**src/sv/jss_pkg.sv**
```systemverilog
`default_nettype none

package jss_pkg;

  localparam int MaxRowsDef = 1024;
  localparam int MaxColsDef = 1024;

  localparam int CellW   = 32;
  localparam int SumW    = CellW + 2;
  localparam int ResW    = 64;
  localparam int PosW    = 10;
  localparam int CfgW    = 11;
  localparam int CfgIdxW = 1;

  localparam logic [CfgW-1:0] GridRowsReset = 11'd256;
  localparam logic [CfgW-1:0] GridColsReset = 11'd256;

  localparam int OutDataW = 120;

  typedef enum logic [CfgIdxW-1:0] {
    RegGridRows = 1'b0,
    RegGridCols = 1'b1
  } cfg_reg_e;

  typedef enum logic {
    KindPoint    = 1'b0,
    KindResidual = 1'b1
  } kind_e;

  // Control that travels with one transaction down the cell chain.
  typedef struct packed {
    logic            interior;
    logic            sweep_end;
    logic [PosW-1:0] row;
    logic [PosW-1:0] col;
  } tag_t;

endpackage

`default_nettype wire

```
**src/sv/jss_square_cell.sv**
```systemverilog
`default_nettype none

module jss_square_cell import jss_pkg::*; (
  input  wire logic             clk_i,
  input  wire logic             rst_ni,
  input  wire logic             adv_i,
  input  wire logic             vld_i,
  input  wire tag_t             tag_i,
  input  wire logic [CellW-1:0] nv_i,
  input  wire logic [CellW-1:0] absd_i,
  output logic                  vld_o,
  output tag_t                  tag_o,
  output logic      [CellW-1:0] nv_o,
  output logic      [ResW-1:0]  sq_o
);

  logic             vld_q;
  tag_t             tag_q;
  logic [CellW-1:0] nv_q;
  logic [ResW-1:0]  sq_q;
  logic [ResW-1:0]  prod;

  assign prod = ResW'(absd_i) * ResW'(absd_i);

  always_ff @(posedge clk_i or negedge rst_ni) begin
    if (!rst_ni) begin
      vld_q <= 1'b0;
    end else if (adv_i) begin
      vld_q <= vld_i;
    end
  end

  always_ff @(posedge clk_i) begin
    if (adv_i) begin
      tag_q <= tag_i;
      nv_q  <= nv_i;
      sq_q  <= prod;
    end
  end

  assign vld_o = vld_q;
  assign tag_o = tag_q;
  assign nv_o  = nv_q;
  assign sq_o  = sq_q;

endmodule

`default_nettype wire

```
**config.mk**
```make
export PLATFORM = sky130hd
export DESIGN_NAME = jss_square_cell
export DESIGN_NICKNAME = d
export VERILOG_FILES = /design/src/sv/jss_pkg.sv /design/src/sv/jss_square_cell.sv
export SDC_FILE = /design/constraint.sdc
export NUM_CORES = 2
export LEC_CHECK = 0
export ABC_AREA = 1
export BUFFER_PORTS_ARGS = -buffer_cell sky130_fd_sc_hd__buf_2
export CAP_MARGIN = 40
export CORE_MARGIN = 2
export CORE_UTILIZATION = 33
export DETAILED_ROUTE_END_ITERATION = 8
export SLEW_MARGIN = 10
export SYNTH_ARGS = -nofsm -noshare
export SYNTH_HDL_FRONTEND = slang
export SYNTH_SLANG_ARGS = --single-unit
```
**constraint.sdc**
```tcl
create_clock -name clk_i -period 2.1 [get_ports clk_i]
set_input_delay 0.525 -clock clk_i [delete_from_list [all_inputs] [get_ports clk_i]]
set_output_delay 0.525 -clock clk_i [all_outputs]
set_load 0.01 [all_outputs]
```
==> flow_summary_export.csv <==
group,metric,value,unit
placed_design,gp_congestion,0.910,
floorplanning,rows,120,
worst_setup_path,slowest_delay,0.55,ns
placed_design,dp_hpwl,85.2,mm
layout,nFillCells,10200,
synth,ys_seq_area_share,10.0,%
grt,grt_max_degree,41,
layout,final_area,47800,µm²
worst_setup_path,worstSetupEndpoint,"sq_o[30]$_DFFE_PP_",
detailed_routing,viasPerCell,4.38,
timing,setup_ws,-4.30,ns
synth,yosys_register_bits,118,
detailed_routing,ant_nets,0,
worst_setup_path,cp_max_fo,5,
synth,synth_most_common_cell,"inv_1",
synth,yosys-top-cells-count,"inv_1 (1440), nand2_1 (1036), fa_1 (792), ha_1 (299), edfxtp_1 (117)",
layout,drive_gt1_share,33.7,%
timing,maxSlewViolCount,0,
detailed_routing,vias,28000,
synth,syn_area_per_cell,8.41,µm²
grt,antenna_found_initial,2,
floorplanning,dieArea,110000,µm²
clock_network,cts_root_buf,"clkbuf_16",
timing,finalHoldViolations,0,
clock_network,clock-sinks,118,
detailed_routing,drt-initial-drc-count,1386,
clock_network,clkTransAtPathRegs,0.06,ns
timing,fmax,156,MHz
worst_setup_path,slowest_stage,"fa_1",
worst_setup_path,r2r_setup_slack,1.36,ns
worst_hold_path,hold_class,"input pin to register",
worst_setup_path,reg2reg_depth,1,
clock_network,clockBufferDepth,2,
grt,grtUsageTotal,18.7,%
placed_design,place_area,43400,µm²
worst_setup_path,end_kind,"register",
timing,final.period_utilization,305,%
worst_setup_path,r2r-end,"vld_o$_DFFE_PN0P_",
detailed_routing,wirelength,100,mm
layout,finalNonFillerCells,6389,
synth,synth_ff_type,"edfxtp_1",
grt,overflow,0,
timing,rsz0062_at_grt,"true",
timing,min_period,6.40,ns
detailed_routing,post_drt_wl_per_cell,15.7,µm
synth,netlist.area_leader.share,44.9,%
synth,async_flop_share,0.847,%
worst_setup_path,critical_path_depth,24,
worst_setup_path,cp-startpoint,"absd_i[13]",
worst_setup_path,crit_chain,"buf_16, buf_12, buf_8, nand2_4, inv_2, fa_1, fa_1, fa_1, inv_2, fa_1, inv_1, fa_1, fa_1, fa_1, fa_1, ha_4, nand2_4, nor2_4, nand2_2, nor3_2, nand2_1, nand2_2, buf_4, xor2_1",
detailed_routing,drc_errors,0,
clock_network,cts_made_buffers,17,
layout,nNetsFinal,6153,
worst_setup_path,startpoint_type,"input pin",
synth,synthCells,4204,
timing,finalSetupViolations,59,
timing,fin_skew,0,ns
placed_design,dp_slack,-5.00,ns
grt,grt_pass1_wl,163,mm
run_status,violations,"setup timing",
clock_network,clock_latency,0.41,ns
floorplanning,die_h,331,µm
worst_setup_path,critPathArrivalTime,6.63,ns
synth,syn_nets,5385,
synth,synth_cell_type_count,34,
worst_setup_path,worstSetupPathType,"input pin to register",
clock_network,tritoncts,"yes",
detailed_routing,drt_pass1_iterations,5,
worst_setup_path,cp_top_family,"adder cells",
worst_setup_path,path_common_cell,"fa_1",
synth,synth_area_leaders,"fa_1 (45%), inv_1 (15%), nand2_1 (11%)",
floorplanning,fp.dieW,331,µm
layout,post-route-util,44.9,%
worst_setup_path,required,2.34,ns
synth,synth_enable_flop_cells,117,
floorplanning,core_area,107000,µm²
layout,syn_to_final_growth,35.4,%
worst_setup_path,path_buf_inv,7,
floorplanning,io-pin-count,209,
synth,synth_top_cell_by_area,"fa_1",
placed_design,port_buffers,207,
floorplanning,start_util,33.2,%
worst_setup_path,r2r-start,"vld_o$_DFFE_PN0P_",
clock_network,htree_levels,4,
run_status,status,"finished, violations left",
grt,first_global_vias,30800,
run,drv_cap,0,
synth,netlist_area,35300,µm²
placed_design,dp.cells,6269,
synth,yosys_warnings,0,
flip-flops by register name, indices dropped and copies added, names as in the netlist:
| name | cells |
|---|---|
| nv_o | 32 |
| sq_o | 63 |
| vld_o | 1 |
| tag_o | 22 |
per-layer routing:
metal	vias up	share of wire, %	GRT usage (%)
li1	13300	-	-
met1	14000	42	23.7
met2	541	52	34.5
met3	156	3.3	1.48
met4	0	2.8	4.73
met5	-	0	0
per-stage QoR:
| step | hold WS (ns) | TNS, ns |
|---|---|---|
| finish | 0.282 | -231.30 |
| global route | 0.264 | -241.85 |
| CTS | 0.267 | -229.76 |
| detailed placement | 0.302 | -273.52 |
| global placement | 0.300 | -271.75 |
| floorplan | 0.229 | -226.99 |
worst min path at each step:
stage	from	end	slack, ns	cells after the start
detailed placement	rst_ni	vld_o$_DFFE_PN0P_	0.30	1
finish	nv_i[3]	nv_o[3]$_DFFE_PP_	0.28	1
global placement	rst_ni	vld_o$_DFFE_PN0P_	0.30	1
floorplan	rst_ni	vld_o$_DFFE_PN0P_	0.23	0
CTS	nv_i[3]	nv_o[3]$_DFFE_PP_	0.27	1
global route	tag_i[15]	tag_o[15]$_DFFE_PP_	0.26	1
cells in the final DEF (no fill, tap or decap), drive strengths merged:
master,instances
dfrtp,1
conb,1
o21bai,24
fa,792
nand4,16
bufinv,1
a31oi,2
clkinv,5
edfxtp,117
and3,1
clkinvlp,5
inv,1455
clkbuf,19
a31o,6
nand3,59
a21oi,53
or2,5
nor2,113
nor4,2
dlygate4sd3,1
diode,1
xor2,62
ha,299
o21ai,5
mux2,1
a21o,3
and3b,1
nand2,1050
xnor2,15
nor3,19
buf,850
bufbuf,2
cell type report:
class                           instances  area, µm²  share of cell area [%]
Antenna cell                            1       2.50                 0.00523
Clock buffer                           18        429                   0.897
Clock inverter                         14        126                   0.264
Inverter                             1452       5470                    11.4
Multi-Input combinational cell       2529      29300                    61.2
Sequential cell                       118       3540                    7.40
Tap cell                             1403       1760                    3.67
Timing Repair Buffer                  854       7220                    15.1
cell families after synthesis:
group / share of synthesized area, %
compound gates: 1.58
xor+xnor: 1.91
fa+ha+maj: 55.5
buf+inv: 16.6
flops: 10.0
mux: 0.0319
other cells: 0.0106
simple gates: 14.5
what timing repair did:
| action | CTS | global route |
|---|---|---|
| gates cloned | 7 | 0 |
| hold buffers | 1 | 0 |
| pin swaps | 313 | 250 |
| setup endpoints to repair | 60 | 59 |
| buffers inserted | 50 | 36 |
| resized for setup | 531 | 326 |
| endpoints found under the hold margin | 1 | 0 |
Power is left out: the tool's default activity adds up to more than one toggle a clock period on the data nets, which glitch-free logic cannot reach.
