`src/sv/jss_pkg.sv`:
```
`default_nettype none

package jss_pkg;

  localparam int MaxRowsDef = 1024;
  localparam int MaxColsDef = 1024;

  localparam int CellW   = 32;
  localparam int SumW    = CellW + 2;
  localparam int ResW    = 64;
  localparam int PosW    = 10;
  localparam int CfgW    = 11;
  localparam int CfgIdxW = 1;

  localparam logic [CfgW-1:0] GridRowsReset = 11'd256;
  localparam logic [CfgW-1:0] GridColsReset = 11'd256;

  localparam int OutDataW = 120;

  typedef enum logic [CfgIdxW-1:0] {
    RegGridRows = 1'b0,
    RegGridCols = 1'b1
  } cfg_reg_e;

  typedef enum logic {
    KindPoint    = 1'b0,
    KindResidual = 1'b1
  } kind_e;

  // Control that travels with one transaction down the cell chain.
  typedef struct packed {
    logic            interior;
    logic            sweep_end;
    logic [PosW-1:0] row;
    logic [PosW-1:0] col;
  } tag_t;

endpackage

`default_nettype wire

```
`src/sv/jss_accum_cell.sv`:
```
`default_nettype none

module jss_accum_cell import jss_pkg::*; (
  input  wire logic             clk_i,
  input  wire logic             rst_ni,
  input  wire logic             adv_i,
  input  wire logic             vld_i,
  input  wire tag_t             tag_i,
  input  wire logic [CellW-1:0] nv_i,
  input  wire logic [ResW-1:0]  sq_i,
  output logic                  vld_o,
  output kind_e                 kind_o,
  output logic      [PosW-1:0]  row_o,
  output logic      [PosW-1:0]  col_o,
  output logic      [CellW-1:0] nv_o,
  output logic      [ResW-1:0]  res_o,
  output logic                  last_o
);

  logic [ResW:0]    acc_sum;
  logic [ResW-1:0]  acc_sat;
  logic [ResW-1:0]  total_q;
  logic             vld_q;
  kind_e            kind_q;
  logic [PosW-1:0]  row_q, col_q;
  logic [CellW-1:0] nv_q;
  logic [ResW-1:0]  res_q;
  logic             last_q;

  always_comb begin
    acc_sum = {1'b0, total_q} + {1'b0, sq_i};
    acc_sat = acc_sum[ResW] ? {ResW{1'b1}} : acc_sum[ResW-1:0];
  end

  always_ff @(posedge clk_i or negedge rst_ni) begin
    if (!rst_ni) begin
      vld_q   <= 1'b0;
      total_q <= '0;
    end else if (adv_i) begin
      vld_q <= vld_i;
      if (vld_i) begin
        if (tag_i.sweep_end) begin
          total_q <= '0;
        end else begin
          total_q <= acc_sat;
        end
      end
    end
  end

  always_ff @(posedge clk_i) begin
    if (adv_i) begin
      if (tag_i.sweep_end) begin
        kind_q <= KindResidual;
        row_q  <= '0;
        col_q  <= '0;
        nv_q   <= '0;
        res_q  <= total_q;
        last_q <= 1'b1;
      end else begin
        kind_q <= KindPoint;
        row_q  <= tag_i.row;
        col_q  <= tag_i.col;
        nv_q   <= nv_i;
        res_q  <= '0;
        last_q <= 1'b0;
      end
    end
  end

  assign vld_o  = vld_q;
  assign kind_o = kind_q;
  assign row_o  = row_q;
  assign col_o  = col_q;
  assign nv_o   = nv_q;
  assign res_o  = res_q;
  assign last_o = last_q;

endmodule

`default_nettype wire

```
`config.mk`:
```
export PLATFORM = sky130hd
export DESIGN_NAME = jss_accum_cell
export DESIGN_NICKNAME = d
export VERILOG_FILES = /design/src/sv/jss_pkg.sv /design/src/sv/jss_accum_cell.sv
export SDC_FILE = /design/constraint.sdc
export NUM_CORES = 1
export LEC_CHECK = 0
export ABC_AREA = 1
export BUFFER_PORTS_ARGS = -buffer_cell sky130_fd_sc_hd__buf_2
export CAP_MARGIN = 20
export CORE_MARGIN = 1
export CORE_UTILIZATION = 50
export CTS_CLUSTER_SIZE = 20
export DETAILED_ROUTE_END_ITERATION = 16
export GPL_TIMING_DRIVEN = 0
export PLACE_DENSITY = 0.73
export SLEW_MARGIN = 5
export SYNTH_ARGS = -nofsm -noshare
export SYNTH_HDL_FRONTEND = slang
export SYNTH_SLANG_ARGS = --single-unit
```
`constraint.sdc`:
```
create_clock -name clk_i -period 3.25 [get_ports clk_i]
set_input_delay 0.65 -clock clk_i [delete_from_list [all_inputs] [get_ports clk_i]]
set_output_delay 0.65 -clock clk_i [all_outputs]
set_load 0.05 [all_outputs]
```
==> results.py <==
metrics = {
    "run_status": {
        "status": "finished clean",
    },
    "floorplanning": {
        "num_rows": 58,
        "core_area_um2": 25400,
        "die_height_um": 163.8,
        "die_x_um": 163.8,
        "die_area_um2": 26840,
        "boundaryPins": 241,
        "initial_utilization_pct": 51.55,
    },
    "timing": {
        "final-hold-violation-count": 0,
        "fin_ws_ps": 152.9,
        "min_period_ps": 3097,
        "setup_viol": 0,
        "worst_slew_pin_slew_ps": 1104,
        "fin_crit_sh_pct": 95.30,
        "max_freq_mhz": 322.9,
        "relSlewSlack_pct": 26.41,
        "skew_ps": 17.82,
        "final-max-slew-violation-count": 0,
        "rsz0062_at_grt": "false",
        "tns_ps": 0,
        "whs_ps": 143.9,
    },
    "global_route": {
        "grtUsageMet1_pct": 43.55,
        "use_met3_pct": 6.237,
        "grt_pass1_vias": 11741,
        "grt_start_max_net_pins": 77,
        "grt_pass1_wl_um": 64050,
        "gr-total-overflow": 0,
        "track_usage_pct": 32.21,
        "grt-busiest-layer": "met2",
        "antenna_found_initial": 0,
        "grtUsageMet2_pct": 52.81,
    },
    "route": {
        "viasPerCell": 4.938,
        "wl_um": 42660,
        "vias": 12719,
        "drc": 0,
        "final_antenna_net_count": 0,
        "wl_per_cell_um": 16.56,
        "drtIter0Drc": 989,
        "drtPass1Iterations": 5,
    },
    "synth": {
        "mappedNetlistNets": 2159,
        "yosysTopAreaCellShare_pct": 26.83,
        "synth_area_um2": 13090,
        "ys_seq_elements": 182,
        "synth_top_cell_by_area": "edfxtp_1",
        "ys_top_cells_by_area": "edfxtp_1, nand2_1, inv_1, dfrtp_1, ha_1",
        "ys_seq_area_share_pct": 39.26,
        "postSynthCellCount": 1972,
        "ys_types": 33,
        "synth.avg_cell_area_um2": 6.639,
        "yosys_warnings": 0,
    },
    "placement": {
        "hpwl_um": 35290,
        "portBuffers": 239,
        "place_ws_ps": -304.9,
        "dpl_cell_area_um2": 14760,
        "finalWeightedCongestion": 0.9663,
    },
    "finish": {
        "area_delta_synth_final_pct": 17.47,
        "post-route-cell-area_um2": 15380,
        "layout_commonest_cell": "nand2_1",
        "nNetsFinal": 2420,
        "layout_common_cells": "nand2_1, inv_1, buf_2",
        "drive_gt1_share_pct": 14.07,
        "antenna_cells": 0,
    },
    "clocking": {
        "clkLatencyLatePin_ps": 450,
        "clk_pin_slew_worst_paths_ps": 80,
        "hold_buffers": 0,
        "cts.sinks": 182,
        "root_buffer": "clkbuf_16",
        "cts-htree-levels": 4,
        "cts_setup_buffers": 0,
        "cts_tree": "built",
        "clockBufferDepth": 2,
        "cts_buffers": 17,
    },
    "setup_path": {
        "critPathKind": "reg -> reg",
        "r2r_cells": 16,
        "rr_startpoint": "total_q[0]$_DFFE_PN0P_",
        "cp-end-kind": "register",
        "cp.arrival_ps": 3440,
        "critical_path.endpoint": "total_q[48]$_DFFE_PN0P_",
        "path_max_fanout": 10,
        "start_kind": "register",
        "cp_data_required_time_ps": 3590,
        "regToRegSetupSlack_ps": 150,
        "r2r-end": "total_q[48]$_DFFE_PN0P_",
        "cp-startpoint": "total_q[0]$_DFFE_PN0P_",
    },
    "pwr": {
        "irDropWorstVdd_mv": 0.3661,
        "total_power_mw": 11.82,
        "power_per_cell_area_nw_per_um2": 768.7,
        "static-leakage-power_nw": 9.359,
    },
    "run": {
        "maxCapViolCount": 0,
    },
    "hold_path": {
        "hp-class": "in -> async",
    },
}
[metrics by stage]
stage	cells	utilization, %
2_1_floorplan	1972	-
3_3_place_gp	2541	57.88
3_5_place_dp	2543	58.10
4_1_cts	2575	60.47
5_1_grt	2576	60.55
6_report	2576	60.55
[sequential cells by signal, indices dropped and copies added (netlist names)]
signal and cells:
total_q 64, col_o 10, res_o 64, row_o 10
nv_o 32, vld_o 1, last_o 1
[repair_timing]
item                                    in CTS  in global routing
resized for setup                            0                  6
hold endpoints to repair                     0                  0
endpoints found under the setup margin       0                 10
[cells in the mapped netlist]
master and count:
nor4_1 4, inv_2 2, nor2_2 4, nand3_2 3, nand3_1 102, buf_2 4
nor2_8 1, buf_4 2, xor2_1 23, inv_1 445, nor4_4 1, and2_1 4
and3_1 7, buf_6 2, nor3_1 15, edfxtp_1 117, o21ai_1 11, clkinv_1 1
clkbuf_1 24, nand2_2 17, o21ai_0 20, nand4_1 20, nand2_1 814, buf_12 1
xnor2_1 8, fa_1 1, nor2_4 1, ha_1 64, nand2_4 2, nor2_1 150
dfrtp_1 65, a21oi_1 36, a21oi_4 1
[cell type report]
| class | count | area (um^2) |
|---|---|---|
| Tap cell | 330 | 412.9 |
| Sequential cell | 182 | 5140 |
| Clock buffer | 17 | 425.4 |
| Timing Repair Buffer | 242 | 1260 |
| Fill cell | 2470 | 10020 |
| Clock inverter | 15 | 176.4 |
| Multi-Input combinational cell | 1309 | 6111 |
| Buffer | 33 | 172.7 |
| Inverter | 448 | 1682 |
[power by group]
group          switching (mW)  internal [mW]
combinational            4.46           1.89
sequential              0.337           2.99
clock                    1.11           1.04
[worst max-delay path, stage by stage (launching register included)]
cell,delay [ps]
dfrtp_1,410
ha_1,270
fa_1,470
nand3_1,130
nand3_2,110
nand2_1,90
nand2_1,130
nand2_1,110
nand2_2,150
nand2_1,120
nand2_2,80
a21oi_4,260
buf_6,220
buf_12,160
nand3_2,140
nand2_1,100
nand2_1,50
[routing by layer]
metal,vias up,wire length (um),part of all wire [%]
met5,-,0,0
met1,5737,19190,45
li1,6448,-,-
met3,43,3454,8.1
met2,491,19310,45
met4,0,699,1.6
[worst min path at each step]
stage / startpoint / to / slack, ps / cells past startpoint
floorplan: rst_ni / total_q[0]$_DFFE_PN0P_ / 350 / 0
global placement: total_q[62]$_DFFE_PN0P_ / total_q[62]$_DFFE_PN0P_ / 490 / 2
detailed placement: total_q[53]$_DFFE_PN0P_ / total_q[53]$_DFFE_PN0P_ / 500 / 2
CTS: rst_ni / total_q[57]$_DFFE_PN0P_ / 160 / 1
global route: rst_ni / total_q[57]$_DFFE_PN0P_ / 180 / 1
finish: rst_ni / total_q[57]$_DFFE_PN0P_ / 140 / 1
[cell families after synthesis]
family | after synthesis | synth area share (%)
DFF | 182 | 39.26
xor gates and xnor gates | 31 | 2.074
AOI/OAI and AO/OA | 68 | 2.685
and+or+nand+nor | 1145 | 35.59
adders and majority gates | 65 | 6.269
buffers and inverters | 481 | 14.12
Note: power is estimated with default switching activity, not from simulation.
