<file path="src/sv/jss_pkg.sv">
`default_nettype none

package jss_pkg;

  localparam int MaxRowsDef = 1024;
  localparam int MaxColsDef = 1024;

  localparam int CellW   = 32;
  localparam int SumW    = CellW + 2;
  localparam int ResW    = 64;
  localparam int PosW    = 10;
  localparam int CfgW    = 11;
  localparam int CfgIdxW = 1;

  localparam logic [CfgW-1:0] GridRowsReset = 11'd256;
  localparam logic [CfgW-1:0] GridColsReset = 11'd256;

  localparam int OutDataW = 120;

  typedef enum logic [CfgIdxW-1:0] {
    RegGridRows = 1'b0,
    RegGridCols = 1'b1
  } cfg_reg_e;

  typedef enum logic {
    KindPoint    = 1'b0,
    KindResidual = 1'b1
  } kind_e;

  // Control that travels with one transaction down the cell chain.
  typedef struct packed {
    logic            interior;
    logic            sweep_end;
    logic [PosW-1:0] row;
    logic [PosW-1:0] col;
  } tag_t;

endpackage

`default_nettype wire

</file>
<file path="src/sv/jss_relax_cell.sv">
`default_nettype none

module jss_relax_cell import jss_pkg::*; (
  input  wire logic             clk_i,
  input  wire logic             rst_ni,
  input  wire logic             adv_i,
  input  wire logic             vld_i,
  input  wire tag_t             tag_i,
  input  wire logic [CellW-1:0] up_i,
  input  wire logic [CellW-1:0] center_i,
  input  wire logic [CellW-1:0] bottom_i,
  input  wire logic [CellW-1:0] left_i,
  input  wire logic [CellW-1:0] right_i,
  output logic                  vld_o,
  output tag_t                  tag_o,
  output logic      [CellW-1:0] nv_o,
  output logic      [CellW-1:0] absd_o
);

  logic [SumW-1:0]  sum;
  logic [CellW-1:0] nv;
  logic [CellW:0]   diff;
  logic [CellW-1:0] absd;
  logic             vld_q;
  tag_t             tag_q;
  logic [CellW-1:0] nv_q, absd_q;

  always_comb begin
    sum  = {{2{up_i[CellW-1]}}, up_i} + {{2{bottom_i[CellW-1]}}, bottom_i}
         + {{2{left_i[CellW-1]}}, left_i} + {{2{right_i[CellW-1]}}, right_i};
    // Floor of the quarter; the result always fits the cell width.
    nv   = sum[SumW-1:2];
    diff = {nv[CellW-1], nv} - {center_i[CellW-1], center_i};
    absd = diff[CellW] ? CellW'((CellW+1)'(0) - diff) : diff[CellW-1:0];
  end

  always_ff @(posedge clk_i or negedge rst_ni) begin
    if (!rst_ni) begin
      vld_q <= 1'b0;
    end else if (adv_i) begin
      vld_q <= vld_i;
    end
  end

  always_ff @(posedge clk_i) begin
    if (adv_i) begin
      tag_q  <= tag_i;
      nv_q   <= nv;
      absd_q <= absd;
    end
  end

  assign vld_o  = vld_q;
  assign tag_o  = tag_q;
  assign nv_o   = nv_q;
  assign absd_o = absd_q;

endmodule

`default_nettype wire

</file>
<file path="config.mk">
export PLATFORM = sky130hd
export DESIGN_NAME = jss_relax_cell
export DESIGN_NICKNAME = d
export VERILOG_FILES = /design/src/sv/jss_pkg.sv /design/src/sv/jss_relax_cell.sv
export SDC_FILE = /design/constraint.sdc
export NUM_CORES = 1
export LEC_CHECK = 0
export ABC_AREA = 1
export BUFFER_PORTS_ARGS = -buffer_cell sky130_fd_sc_hd__buf_2
export CORE_MARGIN = 5
export CORE_UTILIZATION = 59
export CTS_CLUSTER_SIZE = 20
export DETAILED_ROUTE_END_ITERATION = 8
export HOLD_SLACK_MARGIN = 0.05
export PLACE_DENSITY_LB_ADDON = 0.1
export SLEW_MARGIN = 5
export SYNTH_ARGS = -nofsm -noshare
export SYNTH_HDL_FRONTEND = slang
export SYNTH_SLANG_ARGS = --single-unit
</file>
<file path="constraint.sdc">
create_clock -name clk_i -period 1.1 [get_ports clk_i]
set_input_delay 0.11 -clock clk_i [delete_from_list [all_inputs] [get_ports clk_i]]
set_output_delay 0.11 -clock clk_i [all_outputs]
set_load 0.01 [all_outputs]
</file>
==> impl_metrics.json, run 1 <==
{
  "clock_sinks": 87,
  "dpl_cell_area_um2": 13500,
  "place.detailed.instances": 2060,
  "worst_endpoint_type": "register data pin",
  "root_buffer_cell": "clkbuf_16",
  "die_x_um": 138,
  "synth_warnings": 0,
  "synth.largest_area_cell": "edfxtp_1",
  "initial_core_util": 0.605,
  "synth_sequential_area_ratio": 0.270,
  "synthTopCellsByArea": "edfxtp_1 (27%), inv_1 (14%), nand2_1 (14%), fa_1 (14%), ha_1 (8.3%)",
  "largest_net_degree_at_the_start_of_global_routing": 54,
  "ioPinCount": 273,
  "postSynth.asyncResetShare": 0.0115,
  "cts_made_buffers": 9,
  "clock_tree.htree_level_count": 3,
  "synthesized_nets": 1649,
  "synth_area_per_cell_um2": 7.26,
  "yosys_register_bits": 87,
  "synth_flop_cell": "edfxtp_1",
  "finalWeightedCongestion": 0.932,
  "synth_enable_flop_cells": 86,
  "haltStage": "global routing (5_1_grt)",
  "fp-row-count": 46,
  "die_height_um": 138,
  "syn-cell-area_um2": 9670,
  "synth.lib_cells_used.distinct": 36,
  "clk_path_buf_depth": 2,
  "result_of_the_run": "did not finish",
  "synth_largest_type_area_fraction": 0.267,
  "dpl.hpwl_um": 26600,
  "portBuffers": 272,
  "synthCells": 1333,
  "grt_worst_setup_endpoint": "absd_o[31]$_DFFE_PP_/D",
  "flow.first_error": "[ERROR DPL-0038] Utilization greater than 100%, impossible to legalize"
}
stage by stage:
stage | utilization | hold WS, ns | setup WS (ns) | TNS, ns
2_1_floorplan | - | -0.186 | -3.34 | -150.59
4_1_cts | 0.954 | 0.0587 | -3.57 | -154.83
3_5_place_dp | 0.846 | -0.114 | -4.11 | -186.01
3_3_place_gp | 0.846 | -0.116 | -3.92 | -177.96
repair_timing:
action,4_1_cts
hold buffers,24
endpoints found under the hold margin,24
setup endpoints to repair,64
resized for setup,215
cloned,2
pin swaps,111
buffers inserted,29
cells by family after synthesis:
group,after synthesis,synth area share
compound gates,107,0.0592
fa+ha+maj,130,0.219
xor+xnor,61,0.0560
flops,87,0.270
simple gates,581,0.252
mux,1,0.00116
buf+inv,366,0.143
Yosys cell counts (all sizes together) (17+ instances only):
cell / count
nor2: 108
fa: 66
xor2: 42
a21oi: 63
nand2: 362
ha: 64
xnor2: 19
inv: 363
o21ai: 30
nand3: 66
nand4: 17
edfxtp: 86
==> run 2: changes to the inputs <==
CORE_UTILIZATION = 40   (was 59)
CTS_CLUSTER_SIZE = default   (was 20)
HOLD_SLACK_MARGIN = default   (was 0.05)
PLACE_DENSITY_LB_ADDON = 0.15   (was 0.1)
==> impl_metrics.json, run 2 <==
{
  "critPathTopFamily": "adder cells",
  "worst_pin_slew_ns": 0.556,
  "wl_per_cell_um": 13.2,
  "clock_tree.htree_level_count": 3,
  "fp.dieArea_um2": 27400,
  "viasPerCell": 4.50,
  "number_of_violations_reported_at_the_end_of_detailed_routing_iteration_0": 431,
  "clk_path_buf_depth": 2,
  "syn-cell-area_um2": 9670,
  "place_ws_ns": -4.26,
  "grt_pass1_wl_um": 44900,
  "clock_sinks": 87,
  "gr-total-overflow": 0,
  "post-synth-top-count-cell": "inv_1",
  "initial_core_util": 0.402,
  "synthCells": 1333,
  "clock_period_minus_worst_slack_ns": 4.68,
  "cts_tree": "built",
  "synth.lib_cells_used.distinct": 36,
  "grt_pass1_vias": 10100,
  "dpl.hpwl_um": 23700,
  "placeableCoreArea_um2": 24000,
  "cts_made_buffers": 9,
  "worst-path-max-fanout": 5,
  "timing.critical_path.from_type": "input pin",
  "drv.max_cap_violation_count": 0,
  "cp.required_ns": 1.20,
  "synth_sequential_area_ratio": 0.270,
  "synth_enable_flop_cells": 86,
  "worst_path_max_delay_cell": "fa_1",
  "most_numerous_cell_types_in_the_synthesized_netlist": "inv_1 (362), nand2_1 (356), nor2_1 (99), edfxtp_1 (86), fa_1 (66)",
  "layoutNonFillerInstCount": 2265,
  "finalNetCount": 2252,
  "timing.clock.skew_ns": 0,
  "synthTopCellsByArea": "edfxtp_1 (27%), inv_1 (14%), nand2_1 (14%), fa_1 (14%), ha_1 (8.3%)",
  "dpl_cell_area_um2": 13700,
  "largest_stage_delay_on_the_critical_path_ns": 0.50,
  "final_core_utilization": 0.689,
  "place.detailed.instances": 2172,
  "timing.final.crit_share": 4.25,
  "largest_net_degree_at_the_start_of_global_routing": 35,
  "worst_setup_path_category": "in -> reg",
  "hold_violations": 0,
  "clock.fmax_mhz": 214,
  "detailedRoute.firstPassIterationCount": 5,
  "drt_wl_total_um": 29900,
  "portBuffers": 272,
  "worst_skew_pair_latency_ns": 0.35,
  "postSynth.asyncResetShare": 0.0115,
  "layout-drive-gt1-share": 0.497,
  "critical_path.most_common_cell": "nand2_2",
  "route.vias.total": 10200,
  "cp-end-kind": "flip-flop",
  "yosys_register_bits": 87,
  "reg2reg_setup_slack_ns": 0.36,
  "reg2reg_depth": 1,
  "failed_checks": "negative setup slack",
  "route.antenna.remaining_nets": 0,
  "slew_headroom": 0.625,
  "grt.total_usage": 0.203,
  "areaGrowthSynthToFinish_pct": 71.2,
  "worstReg2RegStart": "vld_o",
  "r2r_end": "vld_o",
  "synth_warnings": 0,
  "setup_slack_ns": -3.58,
  "antennaDiodeCount": 0,
  "die_height_um": 166,
  "report.final.setup_viol": 64,
  "fp-row-count": 57,
  "path_buf_inv": 9,
  "most-common-layout-cells": "inv_1 (309), buf_4 (260), buf_2 (260)",
  "rsz0062_at_grt": "true",
  "mostFrequentLayoutCell": "inv_1",
  "synth.largest_area_cell": "edfxtp_1",
  "clk_pin_slew_ns": 0.07,
  "die_x_um": 166,
  "drc_violations": 0,
  "grt_antenna_before_repair": 0,
  "finalWeightedCongestion": 0.885,
  "stdcell_area_um2": 16600,
  "synth_flop_cell": "edfxtp_1",
  "timing_max_transition_violations_final": 0,
  "result_of_the_run": "finished with violations",
  "timing.critical_path.arrival_ns": 4.78,
  "synth_area_per_cell_um2": 7.26,
  "synthesized_nets": 1649,
  "root_buffer_cell": "clkbuf_16",
  "synth_largest_type_area_fraction": 0.267,
  "ioPinCount": 273,
  "hold_class": "in -> async"
}
run 2: cell counts after synthesis:
No cell type changed its count.
run 2: how the worst max path moves through the flow:
| stage | slack [ns] | end | startpoint | depth (start not counted) |
|---|---|---|---|---|
| 2_1_floorplan | -3.34 | absd_o[18] | up_i[1] | 29 |
| 3_3_place_gp | -4.17 | absd_o[31] | up_i[1] | 32 |
| 3_5_place_dp | -4.26 | absd_o[31] | up_i[1] | 32 |
| 4_1_cts | -3.56 | absd_o[28] | left_i[1] | 32 |
| 5_1_grt | -3.82 | absd_o[18] | up_i[4] | 35 |
| 6_report | -3.58 | absd_o[21] | bottom_i[15] | 29 |
run 2: cell families (layout without fill, tap and decap cells):
logic type	Yosys count	count (layout)	share of synthesized area
buffers and inverters	366	973	0.143
XOR/XNOR	61	62	0.0560
multiplexers	1	1	0.00116
flip-flops	87	87	0.270
AO/OA/AOI/OAI	107	107	0.0592
AND/OR/NAND/NOR	581	581	0.252
adder cells (fa/ha/maj)	130	130	0.219
run 2: final cells by class:
| type | instances | area, um^2 |
|---|---|---|
| Clock buffer | 10 | 229 |
| Clock inverter | 6 | 53.8 |
| Fill cell | 1918 | 7470 |
| Inverter | 363 | 1420 |
| Multi-Input combinational cell | 881 | 7750 |
| Sequential cell | 87 | 2610 |
| Tap cell | 324 | 405 |
| Timing Repair Buffer | 594 | 4100 |
run 2: metal layers:
metal	up-vias	track usage	share of wire	routed length, um
li1	5263	-	-	-
met1	4614	0.245	0.41	12300
met2	271	0.376	0.52	15400
met3	50	0.0285	0.048	1440
met4	0	0.0536	0.023	693
met5	-	0	0	0
run 2: stage by stage:
stage	TNS (ns)	hold slack, ns
after floorplan	-150.59	-0.186
after CTS	-154.73	0.0540
after global placement	-185.54	-0.112
after global routing	-167.36	0.0591
final	-156.89	0.0535
after detailed placement	-188.43	-0.113
run 2: what timing repair did:
| item | CTS | global route |
|---|---|---|
| cloned | 1 | 0 |
| setup endpoints to repair | 64 | 64 |
| setup buffers | 31 | 29 |
| endpoints found under the hold margin | 24 | 0 |
| pin swaps | 114 | 115 |
| hold buffers | 24 | 0 |
| gates resized for setup | 225 | 223 |
Power of run 2 is left out: the tool's default activity adds up to more than one toggle a clock period on the data nets, which glitch-free logic cannot reach.
==> run 3: changes to the inputs <==
REMOVE_ABC_BUFFERS = 1   (was default)
==> impl_metrics.json, run 3 (same netlist as run 2, synthesis figures left out) <==
{
  "rsz0062_at_grt": "true",
  "portBuffers": 272,
  "multi_input_comb_area_um2": 7810,
  "slew_headroom": 0.636,
  "grt_pass1_vias": 9908,
  "fp.dieArea_um2": 27400,
  "grt_antenna_before_repair": 0,
  "viasPerCell": 4.49,
  "startpoint": "left_i[1]",
  "failed_checks": "negative setup slack",
  "place_ws_ns": -4.48,
  "initial_core_util": 0.402,
  "timing.critical_path.arrival_ns": 4.73,
  "finalWeightedCongestion": 0.888,
  "number_of_violations_reported_at_the_end_of_detailed_routing_iteration_0": 306,
  "gr-total-overflow": 0,
  "placeableCoreArea_um2": 24000,
  "clock_tree.htree_level_count": 3,
  "drv.max_cap_violation_count": 0,
  "fillerInstances": 1967,
  "layout-drive-gt1-share": 0.491,
  "worst_path_max_delay_cell": "fa_1",
  "dpl.hpwl_um": 23800,
  "cts_made_buffers": 9,
  "grt_pass1_wl_um": 45600,
  "most-common-layout-cells": "inv_1 (334), buf_4 (265), buf_2 (264)",
  "fp-row-count": 57,
  "largest_stage_delay_on_the_critical_path_ns": 0.52,
  "timing.clock.skew_ns": 0,
  "worst-path-max-fanout": 6,
  "hold_violations": 0,
  "mostFrequentLayoutCell": "inv_1",
  "drt_wl_total_um": 29900,
  "detailedRoute.firstPassIterationCount": 5,
  "route.vias.total": 10200,
  "clock_sinks": 87,
  "ioPinCount": 273,
  "timing_max_transition_violations_final": 0,
  "result_of_the_run": "finished with violations",
  "route.antenna.remaining_nets": 0,
  "setup_slack_ns": -3.54,
  "areaGrowthSynthToFinish_pct": 71.4,
  "antennaDiodeCount": 0,
  "largest_net_degree_at_the_start_of_global_routing": 27,
  "finalNetCount": 2254,
  "worst_setup_path_category": "in -> reg",
  "grt.total_usage": 0.207,
  "cts_tree": "built",
  "timing.final.crit_share": 4.22,
  "die_x_um": 166,
  "clk_path_buf_depth": 2,
  "timing.critical_path.from_type": "input pin",
  "hold_class": "in -> async",
  "drc_violations": 0,
  "clk_pin_slew_ns": 0.07,
  "wl_per_cell_um": 13.2,
  "cp-end-kind": "flip-flop",
  "root_buffer_cell": "clkbuf_16",
  "critical_path.most_common_cell": "nand2_2",
  "worst_skew_pair_latency_ns": 0.34,
  "cp.required_ns": 1.19,
  "clock_period_minus_worst_slack_ns": 4.64,
  "report.final.setup_viol": 64,
  "worstReg2RegStart": "vld_o",
  "seqCellArea_um2": 2610,
  "worst_pin_slew_ns": 0.541,
  "die_height_um": 166,
  "clock.fmax_mhz": 215
}
==> run 3: cell type report <==
cell class	count	area share
Clock buffer	9	0.0136
Clock inverter	7	0.00370
Inverter	363	0.0831
Multi-Input combinational cell	880	0.471
Sequential cell	87	0.157
Tap cell	324	0.0244
Timing Repair Buffer	597	0.247
==> run 3: per-layer routing <==
layer,GRT usage,part of all wire
met1,0.260,0.42
met2,0.378,0.51
met5,0,0
met3,0.0273,0.048
met4,0.0457,0.022
==> run 3: final timing paths <==
check	end	slack, ns	depth (start not counted)
max	absd_o[16]	-3.54	32
min	vld_o	0.07	2
max reg2reg	vld_o	0.35	1
min reg2reg	vld_o	0.52	1
max in group asynchronous	vld_o	0.95	2
min in group clk_i	tag_o[20]	0.17	1
==> run 3: worst max-delay path, delay by kind of cell <==
family          cells  cell delay [ns]
xor+xnor            3             0.61
fa+ha+maj           4             1.67
simple gates       13             1.11
buf+inv             8             0.68
compound gates      4             0.56
==> run 3: timing repair <==
item                                    CTS  global route
gates cloned                              1             0
endpoints found under the hold margin    24             0
setup buffers                            30            16
hold buffers                             24             0
endpoints found under the setup margin   64            65
gates resized for setup                 232           276
pin swaps                               105           128
==> run 3: through the flow <==
step	area (um^2)	setup TNS, ns	utilization	std cells	hold slack [ns]
5_1_grt	16600	-166.19	0.690	2267	0.0640
6_report	16600	-155.93	0.690	2267	0.0668
3_5_place_dp	13400	-204.52	0.560	2189	-0.114
2_1_floorplan	9660	-184.48	-	1330	-0.186
3_3_place_gp	13400	-199.88	0.560	2189	-0.116
4_1_cts	15200	-156.66	0.634	2255	0.0525
Power of run 3 is left out for the same reason.
==> run 4: changes to the inputs <==
CAP_MARGIN = 20   (was default)
SLEW_MARGIN = default   (was 5)
clock period = 4.64 ns   (was 1.1 ns; I/O delays follow)
==> impl_metrics.json, run 4 (same netlist as run 2, synthesis figures left out) <==
{
  "cts_tree": "built",
  "worst_setup_path_category": "in -> reg",
  "drc_violations": 0,
  "grt_pass1_vias": 9920,
  "clk_path_buf_depth": 2,
  "fp-row-count": 57,
  "die_height_um": 166,
  "report.final.setup_viol": 31,
  "placeableCoreArea_um2": 24000,
  "clock.fmax_mhz": 200,
  "timing.hold.ws_ns": 0.281,
  "cts_made_buffers": 9,
  "most-common-layout-cells": "inv_1 (342), buf_4 (298), nand2_1 (270)",
  "portBuffers": 272,
  "critPathTopFamily": "adder cells",
  "timing.critical_path.arrival_ns": 5.12,
  "largest_stage_delay_on_the_critical_path_ns": 0.59,
  "dpl_cell_area_um2": 13400,
  "cp.required_ns": 4.76,
  "clock_tree.htree_level_count": 3,
  "finalNetCount": 2240,
  "drt_wl_total_um": 29000,
  "die_x_um": 166,
  "hold_class": "in -> reg",
  "layout-drive-gt1-share": 0.460,
  "dpl.hpwl_um": 23700,
  "grt_pass1_wl_um": 45000,
  "timing.final.crit_share": 1.08,
  "result_of_the_run": "finished with violations",
  "gr-total-overflow": 0,
  "route.antenna.remaining_nets": 0,
  "rsz0062_at_grt": "true",
  "largest_net_degree_at_the_start_of_global_routing": 50,
  "number_of_violations_reported_at_the_end_of_detailed_routing_iteration_0": 396,
  "mostFrequentLayoutCell": "inv_1",
  "path_buf_inv": 8,
  "wl_per_cell_um": 12.9,
  "timing.clock.skew_ns": 0,
  "worst-path-max-fanout": 4,
  "stdcell_area_um2": 15600,
  "root_buffer_cell": "clkbuf_16",
  "timing.critical_path.from_type": "input pin",
  "initial_core_util": 0.402,
  "timing_max_transition_violations_final": 0,
  "finalWeightedCongestion": 0.930,
  "critical_path.most_common_cell": "nand2_1",
  "slew_headroom": 0.611,
  "drv.max_cap_violation_count": 0,
  "clk_pin_slew_ns": 0.07,
  "hold_violations": 0,
  "worst_pin_slew_ns": 0.584,
  "failed_checks": "negative setup slack",
  "areaGrowthSynthToFinish_pct": 61.2,
  "worst_path_max_delay_cell": "fa_1",
  "route.vias.total": 10000,
  "fp.dieArea_um2": 27400,
  "detailedRoute.firstPassIterationCount": 4,
  "ioPinCount": 273,
  "grt_antenna_before_repair": 0,
  "antennaDiodeCount": 0,
  "viasPerCell": 4.44,
  "clock_sinks": 87,
  "setup_slack_ns": -0.360,
  "cp-end-kind": "flip-flop",
  "grt.total_usage": 0.204,
  "final_core_utilization": 0.649,
  "finalSetupTns_ns": -9.26,
  "clock_period_minus_worst_slack_ns": 5.00,
  "worst_skew_pair_latency_ns": 0.35
}
## run 4: cell count changes in the layout (fill, tap and decap cells not counted), sizes merged
cell         before  now
dlygate4sd3      24    1
buf             573  582
clkinvlp          1    3
clkinv            1    0
inv             368  367
## run 4: metrics by stage
| step | cells | setup WS, ns |
|---|---|---|
| 3_5_place_dp | 2184 | -1.32 |
| 4_1_cts | 2237 | -0.367 |
| 6_report | 2253 | -0.360 |
| 2_1_floorplan | 1330 | -1.16 |
| 3_3_place_gp | 2184 | -1.22 |
| 5_1_grt | 2253 | -0.722 |
## run 4: timing repair
item	4_1_cts	5_1_grt
pin swaps	97	115
gates resized for setup	202	157
hold buffers	1	0
endpoints found under the setup margin	31	31
buffers inserted	36	16
endpoints found under the hold margin	1	0
## run 4: cell type report
type | instances | area (um^2)
clock buffers | 9 | 225
clock inverters | 7 | 62.6
fillers | 2110 | 8450
inverters | 363 | 1370
multi-input cells | 880 | 7110
flip-flops and latches | 87 | 2610
well taps | 324 | 405
repair buffers | 583 | 3810
## run 4: path summary, 6_finish.rpt
| check | end | slack [ns] | cells after the start | from |
|---|---|---|---|---|
| setup / recovery | absd_o[31] | -0.36 | 39 | left_i[2] |
| min in group asynchronous | vld_o | 0.42 | 2 | rst_ni |
| hold / removal | tag_o[15] | 0.28 | 1 | tag_i[15] |
| max in group asynchronous | vld_o | 4.14 | 2 | rst_ni |
| setup reg to reg | vld_o | 3.89 | 1 | vld_o |
| hold reg to reg | vld_o | 0.52 | 1 | vld_o |
## run 4: metal layers
metal	GRT usage	vias to the layer above	share of wire
met5	0	-	0
met4	0.0765	0	0.029
met1	0.255	4455	0.42
li1	-	5254	-
met3	0.0233	46	0.051
met2	0.363	258	0.50
Power of run 4 is left out for the same reason.
